**src/hdl/brd_pkg.sv**
```systemverilog
// shared types and constants for the byte order roughness detector
package brd_pkg;

    localparam int SAMPLE_W = 16;
    localparam int SUM_W    = 32;
    localparam int RATIO_W  = 16;

    // controller to datapath commands
    typedef struct packed {
        logic accept;    // request taken on the input channel
        logic div_load;  // pick larger/smaller sum, start the divider
        logic div_step;  // one quotient bit
        logic out_load;  // capture result, clear row state
    } t_cmd;

    // datapath to controller status
    typedef struct packed {
        logic div_last;  // current step produces the final quotient bit
    } t_status;

endpackage

```
**src/hdl/byte_order_roughness_detector.sv**
```systemverilog
// byte order roughness detector: one row of byte pairs in, one decision out
// throughput: one byte pair per cycle within a row
// row end: input stalls after the last pair through the divider load, the
//   one-bit-per-cycle ratio divider (32 + RATIO_FRAC_BITS steps) and the result load,
//   which waits while a held result is stalled at the output; the result is valid once loaded
// reset: synchronous active low, clears row sums and output valid, header flag to 1
module byte_order_roughness_detector
    import brd_pkg::*;
#(
    parameter int RATIO_FRAC_BITS = 8
) (
    input  logic               i_clk,
    input  logic               i_rst_n,
    input  logic               i_in_valid,
    output logic               o_in_stall,
    input  logic [7:0]         i_first_byte,
    input  logic [7:0]         i_second_byte,
    input  logic               i_last_pair,
    output logic               o_out_valid,
    input  logic               i_out_stall,
    output logic               o_data_little_endian,
    output logic               o_order_overridden,
    output logic               o_decided,
    output logic [RATIO_W-1:0] o_smoothness_ratio,
    input  logic               i_cfg_valid,
    output logic               o_cfg_ready,
    input  logic               i_cfg_data
);

    t_cmd    cmd;
    t_status status;

    assign o_cfg_ready = 1'b1;

    brd_ctrl u_ctrl (
        .i_clk       (i_clk),
        .i_rst_n     (i_rst_n),
        .i_in_valid  (i_in_valid),
        .i_last_pair (i_last_pair),
        .o_in_stall  (o_in_stall),
        .o_out_valid (o_out_valid),
        .i_out_stall (i_out_stall),
        .i_status    (status),
        .o_cmd       (cmd)
    );

    brd_datapath #(
        .RATIO_FRAC_BITS (RATIO_FRAC_BITS)
    ) u_datapath (
        .i_clk                (i_clk),
        .i_rst_n              (i_rst_n),
        .i_cmd                (cmd),
        .o_status             (status),
        .i_first_byte         (i_first_byte),
        .i_second_byte        (i_second_byte),
        .i_cfg_write          (i_cfg_valid),
        .i_cfg_data           (i_cfg_data),
        .o_data_little_endian (o_data_little_endian),
        .o_order_overridden   (o_order_overridden),
        .o_decided            (o_decided),
        .o_smoothness_ratio   (o_smoothness_ratio)
    );

endmodule

```
**src/hdl/brd_ctrl.sv**
```systemverilog
// controller state machine: row intake, division sequencing, output hand-off
module brd_ctrl
    import brd_pkg::*;
(
    input  logic    i_clk,
    input  logic    i_rst_n,
    input  logic    i_in_valid,
    input  logic    i_last_pair,
    output logic    o_in_stall,
    output logic    o_out_valid,
    input  logic    i_out_stall,
    input  t_status i_status,
    output t_cmd    o_cmd
);

    localparam logic [1:0] S_ROW   = 2'd0;
    localparam logic [1:0] S_DLOAD = 2'd1;
    localparam logic [1:0] S_DIV   = 2'd2;
    localparam logic [1:0] S_OUT   = 2'd3;

    logic [1:0] r_state;
    logic [1:0] n_state;
    logic       r_out_valid;
    logic       n_out_valid;
    logic       accept;
    logic       out_load;

    assign o_in_stall  = (r_state != S_ROW);
    assign accept      = i_in_valid && (r_state == S_ROW);
    assign out_load    = (r_state == S_OUT) && (!r_out_valid || !i_out_stall);
    assign o_out_valid = r_out_valid;

    always_comb begin
        o_cmd.accept   = accept;
        o_cmd.div_load = (r_state == S_DLOAD);
        o_cmd.div_step = (r_state == S_DIV);
        o_cmd.out_load = out_load;
    end

    always_comb begin
        n_state = r_state;
        case (r_state)
            S_ROW: begin
                if (accept && i_last_pair) begin
                    n_state = S_DLOAD;
                end
            end
            S_DLOAD: begin
                n_state = S_DIV;
            end
            S_DIV: begin
                if (i_status.div_last) begin
                    n_state = S_OUT;
                end
            end
            S_OUT: begin
                if (out_load) begin
                    n_state = S_ROW;
                end
            end
            default: begin
                n_state = S_ROW;
            end
        endcase
    end

    always_comb begin
        n_out_valid = r_out_valid;
        if (out_load) begin
            n_out_valid = 1'b1;
        end else if (r_out_valid && !i_out_stall) begin
            n_out_valid = 1'b0;
        end
    end

    always_ff @(posedge i_clk) begin
        if (!i_rst_n) begin
            r_state     <= S_ROW;
            r_out_valid <= 1'b0;
        end else begin
            r_state     <= n_state;
            r_out_valid <= n_out_valid;
        end
    end

endmodule

```
**src/hdl/brd_datapath.sv**
```systemverilog
// datapath: roughness sums, bit-serial ratio divider, result registers
module brd_datapath
    import brd_pkg::*;
#(
    parameter int RATIO_FRAC_BITS = 8
) (
    input  logic               i_clk,
    input  logic               i_rst_n,
    input  t_cmd               i_cmd,
    output t_status            o_status,
    input  logic [7:0]         i_first_byte,
    input  logic [7:0]         i_second_byte,
    input  logic               i_cfg_write,
    input  logic               i_cfg_data,
    output logic               o_data_little_endian,
    output logic               o_order_overridden,
    output logic               o_decided,
    output logic [RATIO_W-1:0] o_smoothness_ratio
);

    localparam int NUM_W = SUM_W + RATIO_FRAC_BITS;
    localparam int CNT_W = $clog2(NUM_W);
    localparam logic [RATIO_W-1:0] RATIO_ONE = (RATIO_FRAC_BITS >= RATIO_W) ?
        {RATIO_W{1'b1}} : RATIO_W'(1 << RATIO_FRAC_BITS);

    logic                r_header_le;
    logic [SAMPLE_W-1:0] r_prev_little;
    logic [SAMPLE_W-1:0] r_prev_big;
    logic                r_have_prev;
    logic [SUM_W-1:0]    r_sum_little;
    logic [SUM_W-1:0]    r_sum_big;

    logic [SAMPLE_W-1:0] little_v;
    logic [SAMPLE_W-1:0] big_v;
    logic [SAMPLE_W-1:0] diff_little;
    logic [SAMPLE_W-1:0] diff_big;
    logic [SUM_W:0]      add_little;
    logic [SUM_W:0]      add_big;
    logic [SUM_W-1:0]    n_sum_little;
    logic [SUM_W-1:0]    n_sum_big;

    // divider state
    logic [NUM_W-1:0]    r_nq;
    logic [SUM_W-1:0]    r_rem;
    logic [SUM_W-1:0]    r_divisor;
    logic [CNT_W-1:0]    r_cnt;
    logic                r_little;
    logic                r_both_zero;
    logic                r_small_zero;

    logic [SUM_W:0]      rem_sh;
    logic                q_bit;
    logic [SUM_W:0]      rem_sub;
    logic                sum_le;
    logic [SUM_W-1:0]    larger;
    logic [SUM_W-1:0]    smaller;
    logic [RATIO_W-1:0]  quo_sat;

    logic                r_out_le;
    logic                r_out_over;
    logic                r_out_dec;
    logic [RATIO_W-1:0]  r_out_ratio;

    assign little_v    = {i_second_byte, i_first_byte};
    assign big_v       = {i_first_byte, i_second_byte};
    assign diff_little = (little_v >= r_prev_little) ? (little_v - r_prev_little)
                                                     : (r_prev_little - little_v);
    assign diff_big    = (big_v >= r_prev_big) ? (big_v - r_prev_big)
                                               : (r_prev_big - big_v);
    assign add_little  = {1'b0, r_sum_little} + {{(SUM_W + 1 - SAMPLE_W){1'b0}}, diff_little};
    assign add_big     = {1'b0, r_sum_big} + {{(SUM_W + 1 - SAMPLE_W){1'b0}}, diff_big};
    // saturate on carry out
    assign n_sum_little = add_little[SUM_W] ? {SUM_W{1'b1}} : add_little[SUM_W-1:0];
    assign n_sum_big    = add_big[SUM_W] ? {SUM_W{1'b1}} : add_big[SUM_W-1:0];

    assign sum_le  = (r_sum_little <= r_sum_big);
    assign larger  = sum_le ? r_sum_big : r_sum_little;
    assign smaller = sum_le ? r_sum_little : r_sum_big;

    // restoring division, one quotient bit per cycle
    assign rem_sh  = {r_rem, r_nq[NUM_W-1]};
    assign rem_sub = rem_sh - {1'b0, r_divisor};
    assign q_bit   = (rem_sh >= {1'b0, r_divisor});

    assign o_status.div_last = (r_cnt == '0);

    assign quo_sat = (|r_nq[NUM_W-1:RATIO_W]) ? {RATIO_W{1'b1}} : r_nq[RATIO_W-1:0];

    always_ff @(posedge i_clk) begin
        if (!i_rst_n) begin
            r_header_le <= 1'b1;
        end else if (i_cfg_write) begin
            r_header_le <= i_cfg_data;
        end
    end

    always_ff @(posedge i_clk) begin
        if (!i_rst_n) begin
            r_prev_little <= '0;
            r_prev_big    <= '0;
            r_have_prev   <= 1'b0;
            r_sum_little  <= '0;
            r_sum_big     <= '0;
        end else if (i_cmd.out_load) begin
            r_prev_little <= '0;
            r_prev_big    <= '0;
            r_have_prev   <= 1'b0;
            r_sum_little  <= '0;
            r_sum_big     <= '0;
        end else if (i_cmd.accept) begin
            r_prev_little <= little_v;
            r_prev_big    <= big_v;
            r_have_prev   <= 1'b1;
            if (r_have_prev) begin
                r_sum_little <= n_sum_little;
                r_sum_big    <= n_sum_big;
            end
        end
    end

    always_ff @(posedge i_clk) begin
        if (i_cmd.div_load) begin
            r_nq         <= {larger, {RATIO_FRAC_BITS{1'b0}}};
            r_rem        <= '0;
            r_divisor    <= smaller;
            r_cnt        <= CNT_W'(NUM_W - 1);
            r_little     <= sum_le;
            r_both_zero  <= (r_sum_little == '0) && (r_sum_big == '0);
            r_small_zero <= (smaller == '0);
        end else if (i_cmd.div_step) begin
            r_nq  <= {r_nq[NUM_W-2:0], q_bit};
            r_rem <= q_bit ? rem_sub[SUM_W-1:0] : rem_sh[SUM_W-1:0];
            r_cnt <= r_cnt - CNT_W'(1);
        end
    end

    always_ff @(posedge i_clk) begin
        if (i_cmd.out_load) begin
            if (r_both_zero) begin
                r_out_le    <= r_header_le;
                r_out_over  <= 1'b0;
                r_out_dec   <= 1'b0;
                r_out_ratio <= '0;
            end else begin
                r_out_le    <= r_little;
                r_out_over  <= (r_little != r_header_le);
                r_out_dec   <= 1'b1;
                r_out_ratio <= r_small_zero ? RATIO_ONE : quo_sat;
            end
        end
    end

    assign o_data_little_endian = r_out_le;
    assign o_order_overridden   = r_out_over;
    assign o_decided            = r_out_dec;
    assign o_smoothness_ratio   = r_out_ratio;

endmodule

```
**config.mk**
```make
export PLATFORM = sky130hd
export DESIGN_NAME = byte_order_roughness_detector
export DESIGN_NICKNAME = d
export VERILOG_FILES = /design/src/hdl/brd_pkg.sv /design/src/hdl/byte_order_roughness_detector.sv /design/src/hdl/brd_ctrl.sv /design/src/hdl/brd_datapath.sv
export SDC_FILE = /design/constraint.sdc
export NUM_CORES = 1
export LEC_CHECK = 0
export ABC_AREA = 1
export ABC_CLOCK_PERIOD_IN_PS = 5500
export CAP_MARGIN = 20
export CORE_ASPECT_RATIO = 1.2
export CORE_UTILIZATION = 35
export CTS_BUF_LIST = sky130_fd_sc_hd__clkbuf_8
export CTS_CLUSTER_DIAMETER = 100
export CTS_CLUSTER_SIZE = 40
export DETAILED_ROUTE_END_ITERATION = 10
export DONT_BUFFER_PORTS = 1
export GPL_TIMING_DRIVEN = 0
export HOLD_SLACK_MARGIN = 0.02
export PLACE_DENSITY = 0.52
export SYNTH_ARGS = -nofsm -noshare
export SYNTH_HDL_FRONTEND = slang
export SYNTH_HIERARCHICAL = 1
export SYNTH_SLANG_ARGS = --single-unit
```
**constraint.sdc**
```tcl
create_clock -name i_clk -period 5.5 [get_ports i_clk]
set_input_delay 1.1 -clock i_clk [delete_from_list [all_inputs] [get_ports i_clk]]
set_output_delay 1.1 -clock i_clk [all_outputs]
set_load 0.05 [all_outputs]
```
# [Yosys cells after proc, flatten, opt, wreduce, memory -nomap -nowiden]
# Index checks and enable logic that the tools add are counted.
[word_totals] register_bits=233 inputBits=23 out_inout_bits=22 elab_cells=81
[op_classes] addsub=8 n_lt_le_gt_ge=4 n_eq_ne=7 muxes=19 n_bitwise=1 n_reduce_logical=21
[op_table] cell="$mux 32" n=5
[op_table] cell="$logic_not 32->1" n=3
[op_table] cell="$mux 40" n=2
[op_table] cell="$add 32x16->33" n=2
[op_table] cell="$sub 16x16->16" n=4
[op_table] cell="$mux 16" n=3
[op_table] cell="$ge 33x32->1" n=1
[op_table] cell="$ge 16x16->1" n=2
[op_table] cell="$le 32x32->1" n=1
[op_table] cell="$sub 32x32->32" n=1
[op_table] cell="$reduce_or 24->1" n=1
[op_table] cell="$mux 9" n=1
[op_table] cell="$pmux 2 s4" n=1
[op_table] cell="$logic_not 6->1" n=1
[op_table] cell="$mux 2" n=3
[op_table] cell="$reduce_bool 2->1" n=3
[op_table] cell="$sub 6x1->6 const B" n=1
[op_table] cell="$logic_and 1x1->1" n=5
[op_table] cell="$eq 2x2->1 const B" n=2
[op_table] cell="$mux 1" n=4
[op_table] cell="$ne 2x1->1 const B" n=2
[op_table] cell="$reduce_or 2->1" n=2
[op_table] cell="$reduce_and 3->1" n=1
[op_table] cell="$eq 2x1->1 const B" n=1
[op_table] cell="other kinds (7)" n=8

# [Logic depth before layout (Yosys ltp)]
# Gate-level depths: netlist of the first run.
[logic_depth] ltp_word=5 ltp_mapped=31 depth_no_buf=30

# [Hierarchy]
# The synthesis of the first run kept the hierarchy.
[by_module_without_submodules] module="brd_datapath" instances=1 cells_each=2308 area_per_inst_um2=16423.3 seq_area_each_um2=5144.9
[by_module_without_submodules] module="brd_ctrl" instances=1 cells_each=37 area_per_inst_um2=294.0 seq_area_each_um2=60.1
[by_module_without_submodules] module="byte_order_roughness_detector" instances=1 cells_each=2 area_per_inst_um2=11.3 seq_area_each_um2=0.0

# [Least setup slack after synthesis of the first run]
# Ideal clock, no wire load.
[synth_path] path_kind="input port to flip-flop" from="input i_second_byte[0]" to="register u_datapath.r_sum_big[11]" setup_time_ns=0.119 arrival_ns=4.520 t_required_ns=5.381 slack_ns=0.861 path_stages=25 path_buffers=2 cell_sequence="inv_1 ha_1 inv_1 fa_1 inv_1 o21ai_0 a21o_1 nand3_1 nand2_4 buf_4 o21ai_1 xor2_1 inv_1 ha_1 a21oi_1 o21ai_2 a21oi_2 o21ai_2 nand2_1 nand2_1 nand3_2 nor2_1 nor2_1 buf_4 a21oi_1"
[synth_via] elab_chain_cells=4 word_cells_on_any_way=6 classes_between="3 x add/sub; 1 x order compare; 2 x mux"
[synth_rtl] element="start, declared" line="byte_order_roughness_detector.sv:17" text="input logic [7:0] i_second_byte,"
[synth_rtl] element="$sub 16x16->16 (tied with other cells)" line="brd_datapath.sv:69" text=": (r_prev_big - big_v);"
[synth_rtl] element="$mux 16 *" line="brd_datapath.sv:68" text="assign diff_big = (big_v >= r_prev_big) ? (big_v - r_prev_big)"
[synth_rtl] element="$add 32x16->33 *" line="brd_datapath.sv:71" text="assign add_big = {1'b0, r_sum_big} + {{(SUM_W + 1 - SAMPLE_W){1'b0}}, diff_big};"
[synth_rtl] element="$mux 32 *" line="brd_datapath.sv:74" text="assign n_sum_big = add_big[SUM_W] ? {SUM_W{1'b1}} : add_big[SUM_W-1:0];"
[synth_rtl] element="end signal, assigned" line="brd_datapath.sv:116" text="r_sum_big <= n_sum_big;"
[synth_rtl] element="end, declared" line="brd_datapath.sv:31" text="logic [SUM_W-1:0] r_sum_big;"
# Mark *: on every way between the ends. The rest lies on a longest branch, timed or not.
# A chain may end at the register's enable or synchronous reset.

# [Worst setup path in the final report of the first run]
[layout_path] from="input i_second_byte[5]" to="register u_datapath.r_sum_big[11]"
# The elaborated chain is that of the path after synthesis.

==> flow_metrics.py, run 1 <==
metrics = {
    "grt": {
        "grt_max_degree": 42,
        "antenna_found_initial": 1,
        "grt_pass1_wl_mm": 86.5,
        "grt_pass1_vias": 15571,
        "grt.overflow.total": 0,
        "grt_usage_pct": 22.7,
    },
    "placed_design": {
        "place_area_sq_um": 17500,
        "place_congestion": 0.981,
        "place_hpwl_mm": 45.5,
        "io_buffers": 0,
    },
    "synth": {
        "synthFlopType": "dfxtp_1",
        "yosysTopAreaCellShare_pct": 15.7,
        "syn-num-nets": 2518,
        "avgSynthCellArea_sq_um": 7.13,
        "yosys-top-cells-area": "dfxtp_1, edfxtp_1, ha_1",
        "synth_edf_count": 86,
        "syn_inst": 2347,
        "mappedNetlistArea_sq_um": 16700,
        "synth_top_area_cell": "dfxtp_1",
        "yosysWarnings": 6,
        "yosysUniqueCellTypes": 55,
        "ys_ff_latch": 217,
        "yosysSeqAreaShare_pct": 31.1,
        "synthArstFlopShare_pct": 0,
    },
    "setup_path": {
        "reg2reg_to": "u_datapath/r_sum_big[11]",
        "worst-endpoint-required_ps": 5950,
        "path_max_fanout": 10,
        "slowest_delay_ps": 410,
        "reg2reg_setup_slack_ps": 560,
        "end_kind": "flip-flop",
        "worst_path_most_repeated_cell": "nand2_1",
        "r2r_start": "u_datapath/r_prev_little[13]",
        "crit_chain": "inv_1 > ha_1 > clkbuf_2 > a21oi_1 > o21ai_1 > a21o_1 > nand3_1 > nand2_4 > buf_4 > o21ai_1 > xor2_1 > inv_1 > ha_1 > nand2_1 > o21ai_2 > a21oi_2 > o21ai_2 > nand2_1 > nand2_1 > nand3_2 > nor2_1 > nor2_2 > buf_4 > a21oi_1",
        "slowest_stage": "a21oi_1",
        "arrival_ps": 5670,
        "reg2reg_depth": 23,
        "critPathKind": "input pin to flip-flop",
        "crit_path_start_kind": "input pin",
        "cp-startpoint": "i_second_byte[5]",
    },
    "sta": {
        "rsz0062_at_grt": "false",
        "final-setup-viol-count": 0,
        "final.min_clock_period_ps": 5210,
        "hold_viol_final": 0,
        "clock.fmax_mhz": 192,
        "tightest_slew_ps": 972,
        "clock_skew_ps": 99.1,
        "finalSetupTns_ps": 0,
        "period_share_pct": 94.8,
        "maxSlewViolCount": 0,
        "holdWs_ps": 485,
        "max_slew_margin_pct": 34.8,
    },
    "final_layout": {
        "nets": 2534,
        "syn_to_final_growth_pct": 6.65,
        "drive_above_1_share_pct": 4.81,
        "seq_area_sq_um": 5200,
        "multiInputGateArea_sq_um": 9740,
        "fillers": 5017,
        "fin_area_sq_um": 17800,
    },
    "clock_network": {
        "root_buffer": "clkbuf_8",
        "cts_setup_buffers": 0,
        "insertion_delay_ps": 620,
        "clk_path_buf_depth": 3,
        "cts_buffers": 13,
        "cts.clk_slew.worst_paths_ps": 140,
        "cts_num_sinks": 217,
        "htreeDepth": 1,
        "tritoncts": "done",
    },
    "detailed_routing": {
        "vias": 15655,
        "wl_per_cell_microns": 18.7,
        "via_per_inst": 5.23,
        "first_pass_iters": 5,
        "drtAntennaViolNets": 0,
        "drc": 0,
        "drt-total-wl_mm": 55.9,
        "drt_iter0_markers": 915,
    },
    "worst_hold_path": {
        "worstHoldStart": "u_datapath/r_have_prev",
        "whs_path_depth": 2,
        "whs_endpoint": "u_datapath/r_have_prev",
        "min_path_type": "flip-flop to flip-flop",
    },
    "status": {
        "run_status": "finished clean",
    },
    "floorplan": {
        "start_util_pct": 35.5,
        "io_pins": 45,
        "die_width_microns": 202,
        "rows": 87,
        "die_area_sq_um": 48700,
        "dieHeight_microns": 241,
        "core_area_sq_um": 47100,
    },
    "power_and_ir_drop": {
        "p_total_w": 0.0108,
        "vdd_drop_max_uv": 302,
        "power_density_nw_per_um2": 608,
        "leakage_nw": 7.92,
    },
    "run": {
        "maxCapViolCount": 0,
    },
}
==> state kept, by name, summed over array words and instances, names as in the netlist, 2 cells and up <==
register                       flops
u_ctrl/r_state                     2
u_datapath/o_smoothness_ratio     16
u_datapath/r_cnt                   6
u_datapath/r_divisor              32
u_datapath/r_nq                   40
u_datapath/r_prev_little          15
u_datapath/r_rem                  32
u_datapath/r_sum_big              32
u_datapath/r_sum_little           32
==> critical path, delay by kind of cell <==
family                     cells  cell delay, ps
and+or+nand+nor                8            1270
AOI/OAI and AO/OA              8            1500
adders and majority gates      2             620
buffers and inverters          5             830
xor gates and xnor gates       1             330
==> power by group <==
group | leakage (nW) | total [W] | internal, W | switching, W
registers | 1.89 | 0.00263 | 0.00227 | 0.000358
clock network | 0.153 | 0.000883 | 0.000271 | 0.000612
logic | 5.88 | 0.00733 | 0.00235 | 0.00498
==> cell usage after synthesis (all sizes together), types with 30 or more instances <==
cell    count
a21oi     211
xnor2      33
inv       360
o22ai      38
edfxtp     86
nand4      35
nand3     125
buf        38
xor2       61
clkbuf     42
nor3       30
ha        141
o21ai     223
dfxtp     131
nand2     438
nor2      213
==> worst max path at each step <==
stage                                          end  slack [ps]  cells after the start
after floorplan           u_datapath/r_sum_big[11]         860                     25
after global placement    u_datapath/r_sum_big[11]        -410                     24
after detailed placement  u_datapath/r_sum_big[11]        -480                     24
after CTS                 u_datapath/r_sum_big[11]         130                     24
after global routing      u_datapath/r_sum_big[10]          60                     26
final                     u_datapath/r_sum_big[11]         290                     24
==> cells by family (layout without fill, tap and decap cells) <==
logic type                 Yosys count  in the layout  share of synthesized area [%]
adders and majority gates          148            148                           11.4
xor gates and xnor gates            94             94                           4.92
DFF                                217            217                           31.1
muxes                               12             12                          0.778
AOI/OAI and AO/OA                  548            548                           17.9
other                                1              2                         0.0224
buffers and inverters              444            466                           10.8
and+or+nand+nor                    883            883                           23.1
==> what timing repair did <==
action                                  4_1_cts  5_1_grt
endpoints found under the hold margin         0        0
gates resized for setup                       0        6
endpoints found under the setup margin        0       16
hold buffers                                  0        0
==> cell usage in the layout (no fill, tap or decap), drive strengths merged <==
cell type / n
o22ai: 38
nor2: 213
bufinv: 2
or2: 2
and2: 1
mux2: 8
a22oi: 2
o221ai: 5
clkinv: 4
a41oi: 1
xor2: 61
o211ai: 12
diode: 1
fa: 7
conb: 1
nand2: 438
a21oi: 211
nor4: 29
o311ai: 3
nand4: 35
nor3: 30
o21bai: 7
nand3b: 10
a211oi: 3
o2111ai: 2
xnor2: 33
o21ai: 223
nand3: 125
mux2i: 4
a21boi: 5
o21a: 7
clkbuf: 56
buf: 39
a31oi: 21
edfxtp: 86
dfxtp: 131
inv: 365
a21o: 8
ha: 141
==> routing by layer <==
layer,vias up,track usage (%),part of all wire (%)
met5,-,0,0
met1,7309,25.3,40
li1,7850,-,-
met3,106,2.18,3.6
met2,390,43.8,52
met4,0,9.66,4.3
==> cell type report <==
cell class	count	area share [%]
tap	623	4.37
sequential	217	29.2
inverter	364	7.81
timing repair buffer	1	0.112
buffer	80	2.29
clock inverter	7	0.554
antenna	1	0.0140
clock buffer	14	1.08
multi-input combinational	1686	54.6
==> stage by stage <==
| stage | utilization [%] | setup WS [ps] | std cells |
|---|---|---|---|
| after detailed placement | 37.2 | -480 | 2971 |
| after floorplan | - | 861 | 2347 |
| after global routing | 37.9 | 61.0 | 2993 |
| after global placement | 37.1 | -409 | 2970 |
| after CTS | 37.8 | 128 | 2992 |
| final | 37.9 | 289 | 2993 |
No activity file was read; power rests on OpenSTA's default activity.
==> run 2: changes to the inputs <==
- ABC_CLOCK_PERIOD_IN_PS: 5500 -> 4300
- PLACE_DENSITY: 0.52 -> 0.54
- clock period: 5.5 -> 4.3 ns (I/O delays scaled with it)
==> run 2 against run 1 <==
Net effect:
- worst setup slack worse by 120 ps
- via count is 1.6% higher
- clock-buffer cell count is 1 higher
- sequential cell count stayed put
- clock power is 51% higher
- largest cell class unchanged
- critical path type is now flip-flop to flip-flop
- combinational power is 36% higher
- clock skew is 3.4 ps lower
- register-to-register slack worse by 390 ps
- wire length is 3.1% higher
- critical path depth is 1 lower
- design area is 5.7% higher
==> flow_metrics.py, run 2 (synthesized netlist as in run 1, its figures left out) <==
metrics = {
    "floorplan": {
        "die_area_sq_um": 48700,
        "die_width_microns": 202,
        "dieHeight_microns": 241,
        "io_pins": 45,
        "core_area_sq_um": 47100,
        "rows": 87,
        "start_util_pct": 35.5,
    },
    "final_layout": {
        "instances_no_fill": 3032,
        "nets": 2572,
        "top_register": "u_datapath/r_nq",
        "antenna_cells": 0,
        "largest_reg_flops": 40,
        "final_util_pct": 40.0,
        "syn_to_final_growth_pct": 12.7,
        "drive_above_1_share_pct": 10.0,
        "layout_commonest_cell": "nand2_1",
        "mostFrequentLayoutCells": "nand2_1, inv_1, nor2_1",
    },
    "power_and_ir_drop": {
        "power_density_nw_per_um2": 781,
        "internal_power_w": 0.00668,
        "p_seq_share_pct": 23.0,
        "p_sw_share_pct": 54.6,
        "vdd_drop_max_uv": 315,
        "pwr-share-comb_pct": 67.9,
        "leakage_nw": 8.27,
        "clockPowerShare_pct": 9.0,
        "p_sw_w": 0.00804,
    },
    "sta": {
        "hold_viol_final": 0,
        "final.min_clock_period_ps": 4130,
        "max_slew_margin_pct": 40.4,
        "maxSlewViolCount": 0,
        "clock_skew_ps": 95.7,
        "period_share_pct": 96.1,
        "tightest_slew_ps": 894,
        "final-setup-viol-count": 0,
        "clock.fmax_mhz": 242,
    },
    "setup_path": {
        "slowest_delay_ps": 430,
        "end_kind": "flip-flop",
        "critPathKind": "flip-flop to flip-flop",
        "worst-endpoint-required_ps": 4850,
        "reg2reg_to": "u_datapath/r_sum_little[21]",
        "crit_chain": "ha_1 > buf_6 > nand2_4 > inv_1 > a21boi_2 > nor2_1 > nor3_2 > nand2_2 > buf_6 > o21ai_2 > inv_1 > fa_1 > inv_1 > nand3_1 > nand2_2 > a21oi_4 > o21ai_2 > a21oi_2 > o21ai_2 > buf_4 > nand4_1 > buf_4 > a31oi_1",
        "cp_num_buf_inv": 7,
        "reg2reg_setup_slack_ps": 170,
        "cp-startpoint": "u_datapath/r_prev_little[10]",
        "reg2reg_depth": 23,
        "path_max_fanout": 10,
        "slowest_stage": "fa_1",
        "cpLargestDelayFamily": "compound AO/OA/AOI/OAI gates",
        "worst-path-stages": 23,
        "crit_path_start_kind": "flip-flop",
        "arrival_ps": 4680,
        "r2r_start": "u_datapath/r_prev_little[10]",
        "crit_end": "u_datapath/r_sum_little[21]",
    },
    "grt": {
        "grt_max_degree": 41,
        "grt_pass1_wl_mm": 88.5,
        "grt.overflow.total": 0,
        "grt_usage_pct": 23.3,
        "antenna_found_initial": 0,
        "grt_pass1_vias": 15991,
    },
    "clock_network": {
        "cts_num_sinks": 217,
        "cts_buffers": 14,
        "htreeDepth": 1,
        "postCtsHoldBufs": 0,
        "cts.clk_slew.worst_paths_ps": 230,
        "tritoncts": "done",
        "insertion_delay_ps": 630,
        "root_buffer": "clkbuf_8",
        "clk_path_buf_depth": 3,
    },
    "detailed_routing": {
        "wl_per_cell_microns": 19.0,
        "vias": 15899,
        "drc": 0,
        "drtAntennaViolNets": 0,
        "via_per_inst": 5.24,
        "first_pass_iters": 5,
        "drt_iter0_markers": 831,
        "drt-total-wl_mm": 57.6,
    },
    "placed_design": {
        "place_hpwl_mm": 46.5,
        "dp.cells": 2972,
        "io_buffers": 0,
        "place_congestion": 0.997,
    },
    "worst_hold_path": {
        "whs_path_depth": 2,
        "min_path_type": "input pin to flip-flop",
    },
    "status": {
        "run_status": "finished clean",
    },
    "run": {
        "maxCapViolCount": 0,
    },
}
[run 2: through the flow]
step	hold WS (ps)	setup slack (ps)	setup TNS, ps	power [W]	area [sq um]
floorplan	444	8.41	0	0.00996	16800
global placement	459	-1330	-102460	0.0127	17500
detailed placement	465	-1310	-71700	0.0128	17600
CTS	267	13.3	0	0.0144	18400
global route	273	-39.0	-184	0.0159	18900
finish	303	166	0	0.0147	18900
[run 2: layout make-up]
type                            instances  area, sq um
Fill cell                            4932        28300
Multi-Input combinational cell       1686        10300
Sequential cell                       217         5220
Inverter                              364         1390
Tap cell                              623          779
Buffer                                 80          494
Timing Repair Buffer                   38          302
Clock buffer                           15          206
Clock inverter                          9          204
[run 2: routing by layer]
metal | vias to the layer above | global-route usage (%) | wire length (microns)
met5 | - | 0 | 0
met4 | 0 | 10.9 | 2520
met3 | 120 | 2.34 | 2100
met2 | 367 | 45.9 | 30600
met1 | 7483 | 24.7 | 22400
li1 | 7929 | - | -
[run 2: power by group through the flow]
| stage | clock network (W) | logic [W] | registers, W |
|---|---|---|---|
| final | 0.00133 | 0.0100 | 0.00339 |
| after global routing | 0.00145 | 0.0110 | 0.00346 |
| after CTS | 0.00140 | 0.00965 | 0.00337 |
| after detailed placement | 0 | 0.00938 | 0.00342 |
| after global placement | 0 | 0.00932 | 0.00342 |
| after floorplan | 0 | 0.00668 | 0.00328 |
[run 2: worst min-delay path by stage]
stage,slack [ps],from,endpoint
after global placement,460,u_datapath/r_rem[31],u_datapath/r_rem[31]
after CTS,270,i_rst_n,u_ctrl/r_state[1]
after detailed placement,460,u_datapath/r_rem[21],u_datapath/r_rem[21]
final,300,i_rst_n,u_ctrl/r_state[0]
after floorplan,440,u_datapath/r_rem[20],u_datapath/r_rem[20]
after global routing,270,i_rst_n,u_ctrl/r_state[1]
[run 2: timing repair]
action / 4_1_cts / 5_1_grt
resized for setup: 78 / 79
endpoints found under the setup margin: 64 / 63
setup buffers: 10 / 26
pin swaps: 19 / 31
endpoints found under the hold margin: 0 / 0
